**src/rtl/core/vssc_pkg.sv**
```systemverilog
// ----------------------------------------------------------------------------
// vssc_pkg
// Shared types, codes and arithmetic helpers for the Verlet spring step block.
// ----------------------------------------------------------------------------
package vssc_pkg;

  localparam int DEF_MAX_POINTS      = 1024;
  localparam int DEF_MAX_ATTACHMENTS = 1024;
  localparam int DEF_MAX_SPRINGS     = 1024;

  // item operations
  localparam logic [2:0] OP_LOAD_POINT  = 3'd0;
  localparam logic [2:0] OP_LOAD_ATTACH = 3'd1;
  localparam logic [2:0] OP_LOAD_SPRING = 3'd2;
  localparam logic [2:0] OP_ADVANCE     = 3'd3;
  localparam logic [2:0] OP_READ_POINT  = 3'd4;

  // configuration register indexes
  localparam logic [1:0] CFG_POINT_COUNT  = 2'd0;
  localparam logic [1:0] CFG_ATTACH_COUNT = 2'd1;
  localparam logic [1:0] CFG_SPRING_COUNT = 2'd2;
  localparam logic [1:0] CFG_TIMESTEP     = 2'd3;

  localparam logic [10:0] RST_POINT_COUNT = 11'd1;
  localparam logic [15:0] RST_TIMESTEP    = 16'd1092;

  localparam logic [19:0] GRAVITY_Q16 = 20'd642908;
  localparam logic [40:0] DELTA_CAP   = 41'h100_0000_0000;

  localparam int SQRT_STEPS = 35;
  localparam int DIV_STEPS  = 69;

  // datapath commands
  localparam logic [4:0] CMD_NONE      = 5'd0;
  localparam logic [4:0] CMD_ACCEPT    = 5'd1;
  localparam logic [4:0] CMD_ADV_START = 5'd2;
  localparam logic [4:0] CMD_DROP      = 5'd3;
  localparam logic [4:0] CMD_V_RD      = 5'd4;
  localparam logic [4:0] CMD_V_WR      = 5'd5;
  localparam logic [4:0] CMD_A_RD      = 5'd6;
  localparam logic [4:0] CMD_A_WR      = 5'd7;
  localparam logic [4:0] CMD_S_RD      = 5'd8;
  localparam logic [4:0] CMD_S_PT      = 5'd9;
  localparam logic [4:0] CMD_S_V       = 5'd10;
  localparam logic [4:0] CMD_SQ        = 5'd11;
  localparam logic [4:0] CMD_SQRT_INIT = 5'd12;
  localparam logic [4:0] CMD_SQRT_STEP = 5'd13;
  localparam logic [4:0] CMD_DEGEN     = 5'd14;
  localparam logic [4:0] CMD_DIFF      = 5'd15;
  localparam logic [4:0] CMD_MUL_LO    = 5'd16;
  localparam logic [4:0] CMD_MUL_HI    = 5'd17;
  localparam logic [4:0] CMD_DIV_INIT  = 5'd18;
  localparam logic [4:0] CMD_DIV_STEP  = 5'd19;
  localparam logic [4:0] CMD_APPLY     = 5'd20;
  localparam logic [4:0] CMD_WR_A      = 5'd21;
  localparam logic [4:0] CMD_WR_B      = 5'd22;
  localparam logic [4:0] CMD_FIN       = 5'd23;

  typedef logic [2:0][31:0] pos_t;

  typedef struct packed {
    logic [4:0]  code;
    logic [10:0] idx;
    logic [1:0]  axis;
  } cmd_t;

  typedef struct packed {
    logic [10:0] np;
    logic [10:0] na;
    logic [10:0] ns;
    logic        spring_bad;
    logic        len_zero;
  } status_t;

  function automatic logic [31:0] sat32(input logic signed [43:0] v);
    logic [31:0] r;
    if (v > 44'sd2147483647) r = 32'h7fff_ffff;
    else if (v < -44'sd2147483648) r = 32'h8000_0000;
    else r = v[31:0];
    return r;
  endfunction

endpackage

```
**src/rtl/core/vssc_ctrl.sv**
```systemverilog
// ----------------------------------------------------------------------------
// vssc_ctrl
// Sequencer: accepts items and walks the Verlet, attachment and spring passes.
// ----------------------------------------------------------------------------
module vssc_ctrl (
  input  logic                 clk,
  input  logic                 rst_n,
  input  logic                 start,
  input  logic [2:0]           in_operation,
  input  vssc_pkg::status_t    st,
  output logic                 busy,
  output vssc_pkg::cmd_t       cmd
);

  localparam logic [4:0] ST_IDLE   = 5'd0;
  localparam logic [4:0] ST_DROP   = 5'd1;
  localparam logic [4:0] ST_V_RD   = 5'd2;
  localparam logic [4:0] ST_V_WR   = 5'd3;
  localparam logic [4:0] ST_A_RD   = 5'd4;
  localparam logic [4:0] ST_A_WR   = 5'd5;
  localparam logic [4:0] ST_S_RD   = 5'd6;
  localparam logic [4:0] ST_S_PT   = 5'd7;
  localparam logic [4:0] ST_S_V    = 5'd8;
  localparam logic [4:0] ST_SQ     = 5'd9;
  localparam logic [4:0] ST_SQ_INI = 5'd10;
  localparam logic [4:0] ST_SQRT   = 5'd11;
  localparam logic [4:0] ST_CHK    = 5'd12;
  localparam logic [4:0] ST_MLO    = 5'd13;
  localparam logic [4:0] ST_MHI    = 5'd14;
  localparam logic [4:0] ST_DINIT  = 5'd15;
  localparam logic [4:0] ST_DIV    = 5'd16;
  localparam logic [4:0] ST_APPLY  = 5'd17;
  localparam logic [4:0] ST_WA     = 5'd18;
  localparam logic [4:0] ST_WB     = 5'd19;
  localparam logic [4:0] ST_FIN    = 5'd20;

  logic [4:0]  state_r, state_nxt;
  logic [10:0] idx_r, idx_nxt;
  logic [1:0]  axis_r, axis_nxt;
  logic [6:0]  step_r, step_nxt;

  assign busy = (state_r != ST_IDLE);

  always_comb begin
    state_nxt = state_r;
    idx_nxt   = idx_r;
    axis_nxt  = axis_r;
    step_nxt  = step_r;
    cmd.code  = vssc_pkg::CMD_NONE;
    cmd.idx   = idx_r;
    cmd.axis  = axis_r;
    unique case (state_r)
      ST_IDLE: begin
        if (start) begin
          if (in_operation == vssc_pkg::OP_ADVANCE) begin
            cmd.code  = vssc_pkg::CMD_ADV_START;
            state_nxt = ST_DROP;
          end else begin
            cmd.code = vssc_pkg::CMD_ACCEPT;
          end
        end
      end
      ST_DROP: begin
        cmd.code  = vssc_pkg::CMD_DROP;
        idx_nxt   = '0;
        state_nxt = ST_V_RD;
      end
      ST_V_RD: begin
        if (idx_r < st.np) begin
          cmd.code  = vssc_pkg::CMD_V_RD;
          state_nxt = ST_V_WR;
        end else begin
          idx_nxt   = '0;
          state_nxt = ST_A_RD;
        end
      end
      ST_V_WR: begin
        cmd.code  = vssc_pkg::CMD_V_WR;
        idx_nxt   = idx_r + 11'd1;
        state_nxt = ST_V_RD;
      end
      ST_A_RD: begin
        if (idx_r < st.na) begin
          cmd.code  = vssc_pkg::CMD_A_RD;
          state_nxt = ST_A_WR;
        end else begin
          idx_nxt   = '0;
          state_nxt = ST_S_RD;
        end
      end
      ST_A_WR: begin
        cmd.code  = vssc_pkg::CMD_A_WR;
        idx_nxt   = idx_r + 11'd1;
        state_nxt = ST_A_RD;
      end
      ST_S_RD: begin
        if (idx_r < st.ns) begin
          cmd.code  = vssc_pkg::CMD_S_RD;
          state_nxt = ST_S_PT;
        end else begin
          state_nxt = ST_FIN;
        end
      end
      ST_S_PT: begin
        // spring naming a point outside the store is dropped silently
        if (st.spring_bad) begin
          idx_nxt   = idx_r + 11'd1;
          state_nxt = ST_S_RD;
        end else begin
          cmd.code  = vssc_pkg::CMD_S_PT;
          state_nxt = ST_S_V;
        end
      end
      ST_S_V: begin
        cmd.code  = vssc_pkg::CMD_S_V;
        axis_nxt  = '0;
        state_nxt = ST_SQ;
      end
      ST_SQ: begin
        cmd.code = vssc_pkg::CMD_SQ;
        axis_nxt = axis_r + 2'd1;
        if (axis_r == 2'd2) state_nxt = ST_SQ_INI;
      end
      ST_SQ_INI: begin
        cmd.code  = vssc_pkg::CMD_SQRT_INIT;
        step_nxt  = '0;
        state_nxt = ST_SQRT;
      end
      ST_SQRT: begin
        cmd.code = vssc_pkg::CMD_SQRT_STEP;
        step_nxt = step_r + 7'd1;
        if (step_r == 7'(vssc_pkg::SQRT_STEPS - 1)) state_nxt = ST_CHK;
      end
      ST_CHK: begin
        if (st.len_zero) begin
          cmd.code  = vssc_pkg::CMD_DEGEN;
          idx_nxt   = idx_r + 11'd1;
          state_nxt = ST_S_RD;
        end else begin
          cmd.code  = vssc_pkg::CMD_DIFF;
          axis_nxt  = '0;
          state_nxt = ST_MLO;
        end
      end
      ST_MLO: begin
        cmd.code  = vssc_pkg::CMD_MUL_LO;
        state_nxt = ST_MHI;
      end
      ST_MHI: begin
        cmd.code  = vssc_pkg::CMD_MUL_HI;
        state_nxt = ST_DINIT;
      end
      ST_DINIT: begin
        cmd.code  = vssc_pkg::CMD_DIV_INIT;
        step_nxt  = '0;
        state_nxt = ST_DIV;
      end
      ST_DIV: begin
        cmd.code = vssc_pkg::CMD_DIV_STEP;
        step_nxt = step_r + 7'd1;
        if (step_r == 7'(vssc_pkg::DIV_STEPS - 1)) state_nxt = ST_APPLY;
      end
      ST_APPLY: begin
        cmd.code = vssc_pkg::CMD_APPLY;
        axis_nxt = axis_r + 2'd1;
        if (axis_r == 2'd2) state_nxt = ST_WA;
        else state_nxt = ST_MLO;
      end
      ST_WA: begin
        cmd.code  = vssc_pkg::CMD_WR_A;
        state_nxt = ST_WB;
      end
      ST_WB: begin
        cmd.code  = vssc_pkg::CMD_WR_B;
        idx_nxt   = idx_r + 11'd1;
        state_nxt = ST_S_RD;
      end
      ST_FIN: begin
        cmd.code  = vssc_pkg::CMD_FIN;
        state_nxt = ST_IDLE;
      end
      default: begin
        state_nxt = ST_IDLE;
      end
    endcase
  end

  always_ff @(posedge clk) begin
    if (!rst_n) begin
      state_r <= ST_IDLE;
      idx_r   <= '0;
      axis_r  <= '0;
      step_r  <= '0;
    end else begin
      state_r <= state_nxt;
      idx_r   <= idx_nxt;
      axis_r  <= axis_nxt;
      step_r  <= step_nxt;
    end
  end

endmodule

```
**config.mk**
```make
export PLATFORM = sky130hd
export DESIGN_NAME = vssc_ctrl
export DESIGN_NICKNAME = d
export VERILOG_FILES = /design/src/rtl/core/vssc_pkg.sv /design/src/rtl/core/vssc_ctrl.sv
export SDC_FILE = /design/constraint.sdc
export NUM_CORES = 1
export LEC_CHECK = 0
export BUFFER_PORTS_ARGS = -buffer_cell sky130_fd_sc_hd__buf_2
export CAP_MARGIN = 5
export CORE_AREA = 2 2 81 83
export CTS_CLUSTER_DIAMETER = 150
export CTS_CLUSTER_SIZE = 20
export DETAILED_ROUTE_END_ITERATION = 7
export DIE_AREA = 0 0 83 85
export GPL_ROUTABILITY_DRIVEN = 1
export PLACE_DENSITY = 0.66
export SYNTH_ARGS = -nofsm -noshare
export SYNTH_HDL_FRONTEND = slang
export SYNTH_SLANG_ARGS = --single-unit
```
**constraint.sdc**
```tcl
create_clock -name clk -period 2.42 [get_ports clk]
set_input_delay 0.242 -clock clk [delete_from_list [all_inputs] [get_ports clk]]
set_output_delay 0.242 -clock clk [all_outputs]
set_load 0.03 [all_outputs]
```
==> key figures, run 1 <==
Timing
  – Final WS setup: about 0.12 ns
  – Worst slew pin tran: 0.496 ns
  – Final TNS setup: 0 ns
  – Max-slew violation count: 0
  – Period minus WS final: 2.30 ns
  – Period utilization: 94.9%
  – Max-slew headroom at the worst pin: between 60% and 70%
  – Highest clock frequency the design can meet: ~440 MHz
  – Final setup skew: 0.00287 ns
  – Count of final hold-check violations: 0
  – Setup Viol. Count Final: 0

Setup path
  – Crit path launch: idx_r[2]
  – Worst setup path end: cmd[14]
  – Critical path start-end classification: reg -> out
  – Top fanout value on the critical path: 6
  – CP required: 2.18 ns
  – Worst setup EP type: primary output
  – Worst EP arrival: 2.05 ns
  – Worst Setup Start Kind: flop
  – Destination of the worst register-to-register timing path: idx_r[3]
  – Setup slack on the worst flop-to-flop path: just under 0.4 ns
  – R2r startpoint: state_r[4]
  – Register-to-Register Path Depth: 6

Power
  – LEAKAGE: 1.49 nW
  – Cell Pwr Density: 440 mW/mm²
  – Maximum VDD drop: 0.440 mV

Run
  – Max_cap viols: 0

Routing
  – Vias: roughly 2,900
  – Post-detailed-route via-to-cell ratio: 5.66
  – TritonRoute pass-1 iters: 5
  – Antenna-violating nets left: 0
  – Routed wire length per instance: 14.0 µm
  – 1st-iter DRT viols: ~170
  – WL final: around 7300 µm
  – # DRC: 0

Placement
  – DP Worst Slack: 0.109 ns
  – RD Place Congestion: approximately 0.90
  – Port bufs: 59
  – Half-perimeter wire length after placement: ~5600 µm

Clock tree
  – Clk sink count: 25
  – Max Root-Sink Buffers: 2
  – Total CTS buffers: 3
  – Hold buffer count at cts: 0
  – TritonCTS clock tree: yes
  – Worst-skew pair later-pin latency: 0.27 ns
  – Clock transition at the registers of the reported paths: about 0.090 ns
  – Root cell of the clock tree: sky130_fd_sc_hd__clkbuf_8
  – Htree depth: 1

Synth
  – Syn Std Cell Area: 0.00268 mm²
  – Avg Inst Size Synth: 7.09 µm²
  – Share of the yosys chip area belonging to registers: between 10% and 20%
  – Count of distinct cell types in the synthesized netlist: 60
  – Post-synthesis cell count: 378
  – Post-synth EDFFs: 0
  – Most instantiated flip-flop cell in the synthesis netlist: sky130_fd_sc_hd__dfxtp_1
  – Async set-or-reset flop fraction in the synthesized netlist: 0%
  – Number of warning messages in the yosys log: 0
  – Syn_nets: 454
  – Number of storage elements in the synthesis netlist: 25

Die
  – Total number of placement rows: 29
  – Chip height: between 80 and 90 µm
  – I/O pin cnt: 60
  – Starting density of the core: 43.2%
  – Die W: just over 80 µm
  – Area of the die: a little over 0.007 mm²
  – Core ar.: 0.00620 mm²

Finish
  – Final #Nets: 520
  – Fraction of layout instances using a drive strength above 1: about 24%
  – Synth-to-layout area growth: 20.8%
  – Fill cell count: 609
  – Antenna diodes: 0
  – Most frequent standard cell in the layout excluding fill and tap cells: sky130_fd_sc_hd__buf_2
  – Commonest cells after routing, fill and taps aside: sky130_fd_sc_hd__buf_2 (56), sky130_fd_sc_hd__nand2_1 (44), sky130_fd_sc_hd__inv_1 (41)

Global routing
  – Number of global-route vias before repair: 2,747
  – Maximum number of pins on one net before global-route repair: 17
  – Antenna violations before repair: 0
  – Final global-route overflow total: 0
  – Fraction of met1 tracks used by global routing: 26.4%
  – GR Util met3: 2.24%
  – Global-route usage over all layers: between 20% and 30%
  – Wire length of the first global-routing pass: ~12,000 µm
  – M2 GR Usage: a little over a third
  – Busiest layer in global routing: met2

Status
  – Outcome: completed

Hold path
  – Type of the tightest min-delay check: in -> reg
==> stage by stage <==
step                std cells  hold slack, ns  util (%)  cell area (µm²)  power [mW]
global route              520           0.373      52.2             3240        1.51
CTS                       520           0.356      51.2             3180        1.41
finish                    520           0.367      52.2             3240        1.42
detailed placement        515           0.502      50.2             3120        1.15
floorplan                 378           0.407         -             2680       0.993
global placement          515           0.489      50.2             3120        1.14
==> repair_timing <==
| action | in CTS | in global routing |
|---|---|---|
| setup endpoints to repair | 1 | 4 |
| gates resized for setup | 3 | 21 |
| buffers inserted | 1 | 0 |
| pin swaps | 1 | 6 |
==> cells by family (layout without fill, tap and decap cells) <==
family,Yosys count,after routing,share of synthesized area (%)
AOI/OAI and AO/OA,112,112,26.6
xor gates and xnor gates,8,8,2.61
adders and majority gates,36,36,16.7
buffers and inverters,58,123,8.96
DFF,25,25,18.7
muxes,2,2,0.747
and+or+nand+nor,137,137,25.7
==> registers in the layout, indices dropped and copies added (netlist names) <==
| signal | count |
|---|---|
| axis_r | 2 |
| step_r | 7 |
| state_r | 5 |
| idx_r | 11 |
==> critical path, stage by stage (launching register included) <==
cell and delay, ns:
sky130_fd_sc_hd__dfxtp_2 0.36, sky130_fd_sc_hd__buf_4 0.16, sky130_fd_sc_hd__ha_1 0.28, sky130_fd_sc_hd__a21oi_1 0.12
sky130_fd_sc_hd__o21ai_1 0.09, sky130_fd_sc_hd__a31oi_1 0.26, sky130_fd_sc_hd__nand3_2 0.18, sky130_fd_sc_hd__o211ai_1 0.14
sky130_fd_sc_hd__buf_4 0.19
==> synth_stat cells (all sizes together), types with 3 or more instances <==
| master | number | area share, % |
|---|---|---|
| inv | 41 | 5.7 |
| o22ai | 9 | 2.3 |
| o21ai | 31 | 5.8 |
| nand2 | 44 | 6.2 |
| xor2 | 5 | 1.6 |
| a21oi | 29 | 5.4 |
| or2 | 3 | 0.70 |
| dfxtp | 25 | 19 |
| clkbuf | 7 | 0.98 |
| nor2b | 7 | 1.6 |
| buf | 9 | 2.1 |
| nand2b | 8 | 1.9 |
| a211oi | 3 | 0.84 |
| nor2 | 27 | 3.8 |
| a32oi | 4 | 1.3 |
| xnor2 | 3 | 0.98 |
| nand3 | 14 | 2.6 |
| a31oi | 15 | 3.5 |
| o211ai | 3 | 0.84 |
| nand4 | 7 | 1.6 |
| ha | 35 | 16 |
| nor3 | 11 | 2.2 |
==> worst min path at each step <==
stage | from | to | slack, ns | cells past startpoint
after global routing | rst_n | idx_r[2] | 0.37 | 3
final | rst_n | idx_r[10] | 0.37 | 3
after global placement | axis_r[1] | axis_r[1] | 0.49 | 2
after detailed placement | axis_r[0] | axis_r[0] | 0.50 | 2
after floorplan | rst_n | state_r[1] | 0.41 | 2
after CTS | rst_n | idx_r[6] | 0.36 | 3
==> area by class of cell <==
class,instances,area [µm²],area share [%]
Timing Repair Buffer,77,438,13.5
Clock buffer,3,41.3,1.28
Multi-Input combinational cell,295,1990,61.4
Inverter,42,158,4.87
Tap cell,77,96.3,2.98
Sequential cell,25,512,15.8
Clock inverter,1,5.00,0.155
==> routing by layer <==
layer / share of wire (%) / vias up
met2: 47 / 99
met1: 45 / 1340
met4: 1.5 / 0
met5: 0 / -
met3: 6.4 / 12
li1: - / 1493
==> power by group <==
part           internal (mW)  switching (mW)
registers              0.425          0.0400
logic                  0.290           0.412
clock network          0.115           0.140
Note: power is estimated with default switching activity, not from simulation.
==> run 2: changes to the inputs <==
--- a/config.mk
+++ b/config.mk
@@ -5,15 +5,14 @@
 export SDC_FILE = /design/constraint.sdc
 export NUM_CORES = 1
 export LEC_CHECK = 0
-export BUFFER_PORTS_ARGS = -buffer_cell sky130_fd_sc_hd__buf_2
 export CAP_MARGIN = 5
 export CORE_AREA = 2 2 81 83
 export CTS_CLUSTER_DIAMETER = 150
 export CTS_CLUSTER_SIZE = 20
 export DETAILED_ROUTE_END_ITERATION = 7
 export DIE_AREA = 0 0 83 85
+export DONT_BUFFER_PORTS = 1
 export GPL_ROUTABILITY_DRIVEN = 1
-export PLACE_DENSITY = 0.66
 export SYNTH_ARGS = -nofsm -noshare
 export SYNTH_HDL_FRONTEND = slang
 export SYNTH_SLANG_ARGS = --single-unit
==> key figures, run 2 (synthesis results as in run 1) <==
Timing
  – Final TNS setup: 0 ns (unchanged)
  – Highest clock frequency the design can meet: 438 MHz (+0.56%)
  – Max-slew headroom at the worst pin: 42.7% (-24 points)
  – Setup Viol. Count Final: 0 (unchanged)
  – Max-slew violation count: 0 (unchanged)
  – Hold slack final: 0.0888 ns (-0.278 ns)
  – Final setup skew: 0.00712 ns (+0.00425 ns)
  – RSZ-0062 raised after global routing: no
  – Period utilization: 94.4% (-0.53 points)
  – Period minus WS final: 2.28 ns (-0.0128 ns)
  – Worst slew pin tran: 0.859 ns (+0.363 ns)
  – Count of final hold-check violations: 0 (unchanged)
  – Final WS setup: 0.137 ns (+0.0128 ns)

Finish
  – Synth-to-layout area growth: 13.2%
  – Most frequent standard cell in the layout excluding fill and tap cells: sky130_fd_sc_hd__nand2_1
  – Antenna diodes: 0 (unchanged)
  – Final cell count without fillers: 474 (-8.8%)
  – Largest register FFs: 11 (unchanged)
  – Largest registers: idx_r (11), step_r (7), state_r (5)
  – Register name with the most flops: idx_r
  – Commonest cells after routing, fill and taps aside: sky130_fd_sc_hd__nand2_1 (44), sky130_fd_sc_hd__inv_1 (41), sky130_fd_sc_hd__ha_1 (34)
  – Fraction of layout instances using a drive strength above 1: 14.9% (-9.3 points)
  – Final #Nets: 474 (-8.8%)
  – Final design utilization: 48.9% (-3.3 points)
  – Final Instance Area: 0.00303 mm² (-6.3%)

Routing
  – 1st-iter DRT viols: 154 (-8.9%)
  – TritonRoute pass-1 iters: 4 (-1)
  – # DRC: 0 (unchanged)
  – Vias: 2,744 (-6.8%)
  – WL final: 6890 µm (-5.4%)
  – Post-detailed-route via-to-cell ratio: 5.79 (+2.3%)
  – Routed wire length per instance: 14.5 µm (+3.7%)
  – Antenna-violating nets left: 0 (unchanged)

Power
  – Relative contribution of sequential cells to total power: 32.7% (about the same)
  – Power Total: 1.40 mW (-1.7%)
  – Cell Pwr Density: 461 mW/mm² (+4.9%)
  – Total net switching power: 577 µW (-2.6%)
  – Switching part of the total power: 41.2% (-0.41 points)
  – Proportion of power drawn by combinational gates: 48.6% (-0.8 points)
  – Clock power frac: 18.7% (+0.7 points)
  – LEAKAGE: 1.29 nW (-13%)
  – Maximum VDD drop: 0.356 mV (-19%)
  – Internal Power: 823 µW (-0.99%)

Placement
  – RD Place Congestion: 0.933 (+3.1%)
  – Cell area after placement: 0.00292 mm² (-6.3%)
  – Half-perimeter wire length after placement: 5240 µm (-6.2%)
  – DP Worst Slack: 0.208 ns (+0.0994 ns)
  – Post-placement cell count: 469 (-8.9%)
  – Port bufs: 0 (-100%)

Clock tree
  – Worst-skew pair later-pin latency: 0.28 ns (about the same)
  – Max Root-Sink Buffers: 2 (unchanged)
  – Clk sink count: 25 (unchanged)
  – Hold buffer count at cts: 0 (unchanged)
  – Clock transition at the registers of the reported paths: 0.10 ns (about the same)
  – Total CTS buffers: 3 (unchanged)
  – Root cell of the clock tree: sky130_fd_sc_hd__clkbuf_8
  – Htree depth: 1 (unchanged)
  – TritonCTS clock tree: yes

Setup path
  – Worst EP arrival: 2.04 ns (about the same)
  – Critical path start-end classification: reg -> out
  – Worst Setup Start Kind: flop
  – Worst setup EP type: primary output
  – CP required: 2.18 ns (about the same)
  – Top fanout value on the critical path: 7 (+1)

Global routing
  – Maximum number of pins on one net before global-route repair: 24 (+7)
  – Final global-route overflow total: 0 (unchanged)
  – Number of global-route vias before repair: 2,470 (-10%)
  – Global-route usage over all layers: 18.7% (-1.8 points)
  – Wire length of the first global-routing pass: 11,300 µm (-8.6%)
  – Antenna violations before repair: 0 (unchanged)

Die
  – Die W: 83 µm (unchanged)
  – Total number of placement rows: 29 (unchanged)
  – Starting density of the core: 43.2% (unchanged)
  – I/O pin cnt: 60 (unchanged)
  – Core ar.: 0.00620 mm² (unchanged)
  – Chip height: 85 µm (unchanged)
  – Area of the die: 0.00706 mm² (unchanged)

Run
  – Max_cap viols: 0 (unchanged)

Status
  – Outcome: completed

Hold path
  – Type of the tightest min-delay check: in -> reg
run 2: cell type report:
cell class / count / area, µm²
clock buffers: 3 / 41.3
clock inverters: 1 / 7.51
fillers: 629 / 3170
inverters: 42 / 158
multi-input cells: 295 / 1990
flip-flops and latches: 25 / 509
well taps: 77 / 96.3
repair buffers: 31 / 233
run 2: timing repair:
item                                    in CTS  in global routing
gates cloned                                 0                  0
endpoints found under the setup margin       2                  4
pin swaps                                    0                  6
gates resized for setup                      2                 17
buffers inserted                             0                  1
run 2: path summary, 6_finish.rpt:
kind              slack (ns)  cells past startpoint       start         end
setup reg to reg        0.36                      6  state_r[1]  state_r[0]
hold reg to reg         0.53                      1    idx_r[8]    idx_r[8]
setup / recovery        0.14                      8    idx_r[2]     cmd[14]
hold / removal          0.09                      2       rst_n    idx_r[2]
run 2: power groups by stage:
stage / registers, mW / clock network [mW] / logic [mW]
2_1_floorplan: 0.441 / 0 / 0.552
3_3_place_gp: 0.466 / 0 / 0.662
3_5_place_dp: 0.465 / 0 / 0.663
4_1_cts: 0.457 / 0.273 / 0.668
5_1_grt: 0.463 / 0.292 / 0.740
6_report: 0.457 / 0.261 / 0.681
run 2: critical path: stages, from the launching register on:
cell and delay, ns:
sky130_fd_sc_hd__dfxtp_2 0.35, sky130_fd_sc_hd__buf_4 0.16, sky130_fd_sc_hd__ha_1 0.29, sky130_fd_sc_hd__a21oi_1 0.12, sky130_fd_sc_hd__o21ai_1 0.11, sky130_fd_sc_hd__a31oi_2 0.25
sky130_fd_sc_hd__nand3_2 0.17, sky130_fd_sc_hd__o211ai_1 0.12, sky130_fd_sc_hd__buf_4 0.19
run 2: per-layer routing:
layer | GRT usage (%) | routed length, µm | vias to the layer above
li1 | - | - | 1393
met4 | 5.66 | 121 | 0
met3 | 3.02 | 462 | 16
met1 | 24.7 | 3130 | 1216
met5 | 0 | 0 | -
met2 | 31.6 | 3180 | 119
==> run 3: changes to the inputs <==
--- a/config.mk
+++ b/config.mk
@@ -6,11 +6,11 @@
 export NUM_CORES = 1
 export LEC_CHECK = 0
 export CAP_MARGIN = 5
-export CORE_AREA = 2 2 81 83
+export CORE_AREA = 4 4 83 85
 export CTS_CLUSTER_DIAMETER = 150
 export CTS_CLUSTER_SIZE = 20
 export DETAILED_ROUTE_END_ITERATION = 7
-export DIE_AREA = 0 0 83 85
+export DIE_AREA = 0 0 87 89
 export DONT_BUFFER_PORTS = 1
 export GPL_ROUTABILITY_DRIVEN = 1
 export SYNTH_ARGS = -nofsm -noshare
==> key figures, run 3 (synthesis results as in run 1) <==
Hold path
  – Hold Path End: idx_r[5]
  – Origin of the worst min-delay path: rst_n
  – Type of the tightest min-delay check: in -> reg
  – Cells on Worst Hold Path: 2 (unchanged)

Timing
  – Worst slew pin tran: 0.811 ns (-0.0477 ns)
  – Highest clock frequency the design can meet: 424 MHz (-3.2%)
  – Max-slew violation count: 0 (unchanged)
  – Final setup skew: 0.00571 ns (-0.00141 ns)
  – Max-slew headroom at the worst pin: 45.9% (+3.2 points)
  – Final WS setup: 0.0623 ns (-0.0743 ns)
  – Period utilization: 97.4% (+3.1 points)
  – Setup Viol. Count Final: 0 (unchanged)
  – Count of final hold-check violations: 0 (unchanged)
  – Hold slack final: 0.0949 ns (+0.00612 ns)
  – Period minus WS final: 2.36 ns (+0.0743 ns)

Setup path
  – Critical path start-end classification: reg -> out
  – Worst EP arrival: 2.12 ns (+0.08 ns)
  – Worst setup EP type: primary output
  – Register-to-Register Path Depth: 9 (+3)
  – Setup slack on the worst flop-to-flop path: 0.25 ns (-0.11 ns)
  – R2r startpoint: idx_r[2]
  – Number of buffer and inverter stages on the critical path: 2 (unchanged)
  – CP top delay family: compound AO/OA/AOI/OAI gates
  – Top fanout value on the critical path: 7 (unchanged)
  – Slowest cell on crit path: sky130_fd_sc_hd__dfxtp_2
  – Peak per-stage delay on the critical path: 0.35 ns (about the same)
  – Worst Setup Start Kind: flop
  – Destination of the worst register-to-register timing path: idx_r[0]
  – CP required: 2.18 ns (about the same)
  – Most used cell along the critical path: sky130_fd_sc_hd__buf_4
  – Cells along the critical path: buf_4 > ha_1 > a21oi_1 > o21ai_1 > a31oi_1 > nand3_2 > o311ai_1 > buf_4

Power
  – Power Total: 1.41 mW (+0.53%)
  – Cell Pwr Density: 464 mW/mm² (+0.57%)
  – LEAKAGE: 1.30 nW (+0.61%)
  – Maximum VDD drop: 0.423 mV (+19%)

Die
  – Chip height: 89 µm (+4.7%)
  – Core ar.: 0.00620 mm² (unchanged)
  – Die W: 87 µm (+4.8%)
  – Total number of placement rows: 29 (unchanged)
  – Area of the die: 0.00774 mm² (+9.8%)
  – I/O pin cnt: 60 (unchanged)
  – Starting density of the core: 43.2% (unchanged)

Placement
  – Port bufs: 0 (unchanged)
  – Half-perimeter wire length after placement: 5500 µm (+5.1%)
  – DP Worst Slack: 0.194 ns (-0.0143 ns)
  – RD Place Congestion: 0.890 (-4.6%)

Finish
  – Register name with the most flops: idx_r
  – Final #Nets: 475 (+0.21%)
  – Largest register FFs: 11 (unchanged)
  – Sequential cell area: 510 µm² (+0.25%)
  – Fill cell count: 618 (-1.7%)
  – Antenna diodes: 0 (unchanged)
  – Commonest cells after routing, fill and taps aside: sky130_fd_sc_hd__nand2_1 (44), sky130_fd_sc_hd__inv_1 (41), sky130_fd_sc_hd__ha_1 (34)
  – Area of the multi-input gates: 0.00198 mm² (-0.38%)
  – Most frequent standard cell in the layout excluding fill and tap cells: sky130_fd_sc_hd__nand2_1
  – Fraction of layout instances using a drive strength above 1: 15.1% (+0.21 points)
  – Largest registers: idx_r (11), step_r (7), state_r (5)
  – Synth-to-layout area growth: 13.2% (about the same)

Routing
  – Routed wire length per instance: 15.1 µm (+3.8%)
  – TritonRoute pass-1 iters: 4 (unchanged)
  – # DRC: 0 (unchanged)
  – Uppermost metal layer occupied by signal nets: met4
  – Routed met3 length: 424 µm (-8.2%)
  – WL final: 7170 µm (+4.0%)
  – 1st-iter DRT viols: 107 (-31%)
  – Detail Route met2 WL: 3380 µm (+6.2%)
  – Vias: 2,708 (-1.3%)
  – Antenna-violating nets left: 0 (unchanged)
  – Post-detailed-route via-to-cell ratio: 5.70 (-1.5%)
  – Total routed wire length on the met1 layer: 3280 µm (+4.8%)

Clock tree
  – Max Root-Sink Buffers: 2 (unchanged)
  – Clock transition at the registers of the reported paths: 0.10 ns (about the same)
  – Clk sink count: 25 (unchanged)
  – Hold buffer count at cts: 0 (unchanged)
  – Root cell of the clock tree: sky130_fd_sc_hd__clkbuf_8
  – Total CTS buffers: 3 (unchanged)
  – TritonCTS clock tree: yes
  – Htree depth: 1 (unchanged)
  – Worst-skew pair later-pin latency: 0.28 ns (about the same)

Global routing
  – Antenna violations before repair: 0 (unchanged)
  – Final global-route overflow total: 0 (unchanged)
  – Number of global-route vias before repair: 2,526 (+2.3%)
  – Wire length of the first global-routing pass: 11,800 µm (+4.7%)
  – Maximum number of pins on one net before global-route repair: 20 (-17%)
  – Global-route usage over all layers: 18.7% (-0.072 points)

Status
  – Outcome: completed

Run
  – Max_cap viols: 0 (unchanged)
-- run 3: cell count changes in the layout (fill, tap and decap cells not counted), sizes merged --
cell and change:
clkinv +1, buf +1, clkinvlp -1
-- run 3: per-layer routing --
metal  up-vias  track usage (%)
met4         0             4.39
met3        13             2.58
li1       1403                -
met5         -                0
met2        97             31.4
met1      1195             25.3
-- run 3: worst max path at each step --
| stage | to | slack, ns | cells after the start | start |
|---|---|---|---|---|
| floorplan | cmd[16] | 0.06 | 7 | idx_r[2] |
| global placement | idx_r[1] | 0.25 | 8 | idx_r[2] |
| detailed placement | idx_r[1] | 0.19 | 8 | idx_r[2] |
| CTS | cmd[16] | 0.004 | 7 | idx_r[4] |
| global route | cmd[16] | -0.009 | 8 | idx_r[2] |
| finish | cmd[15] | 0.06 | 8 | idx_r[2] |
-- run 3: power by group --
group	switching, mW	internal, mW
Clock	0.146	0.116
Combinational	0.405	0.282
Sequential	0.0354	0.423
Total	0.586	0.821
-- run 3: worst reg2reg max path, delay by kind of cell (launching register included) --
family	cells	cell delay, ns
AO/OA/AOI/OAI	4	0.73
AND/OR/NAND/NOR	2	0.38
flip-flops	1	0.35
buffers and inverters	2	0.34
adder cells (fa/ha/maj)	1	0.29
-- run 3: area by class of cell --
type                    instances  share of cell area (%)
flip-flops and latches         25                    16.8
repair buffers                 32                    7.92
clock inverters                 1                   0.165
multi-input cells             295                    65.3
well taps                      77                    3.18
inverters                      42                    5.20
clock buffers                   3                    1.36
-- run 3: through the flow --
step           instance area [µm²]  instances  TNS [ns]  utilization [%]
6_report                      3030        475         0             48.9
2_1_floorplan                 2680        378         0                -
3_5_place_dp                  2920        469         0             47.0
3_3_place_gp                  2920        469         0             47.0
5_1_grt                       3030        475   -0.0227             48.9
4_1_cts                       2980        473         0             48.0
-- run 3: repair_timing --
action	CTS	global route
buffers inserted	0	2
resized for setup	3	16
setup endpoints to repair	2	3
pin swaps	0	5
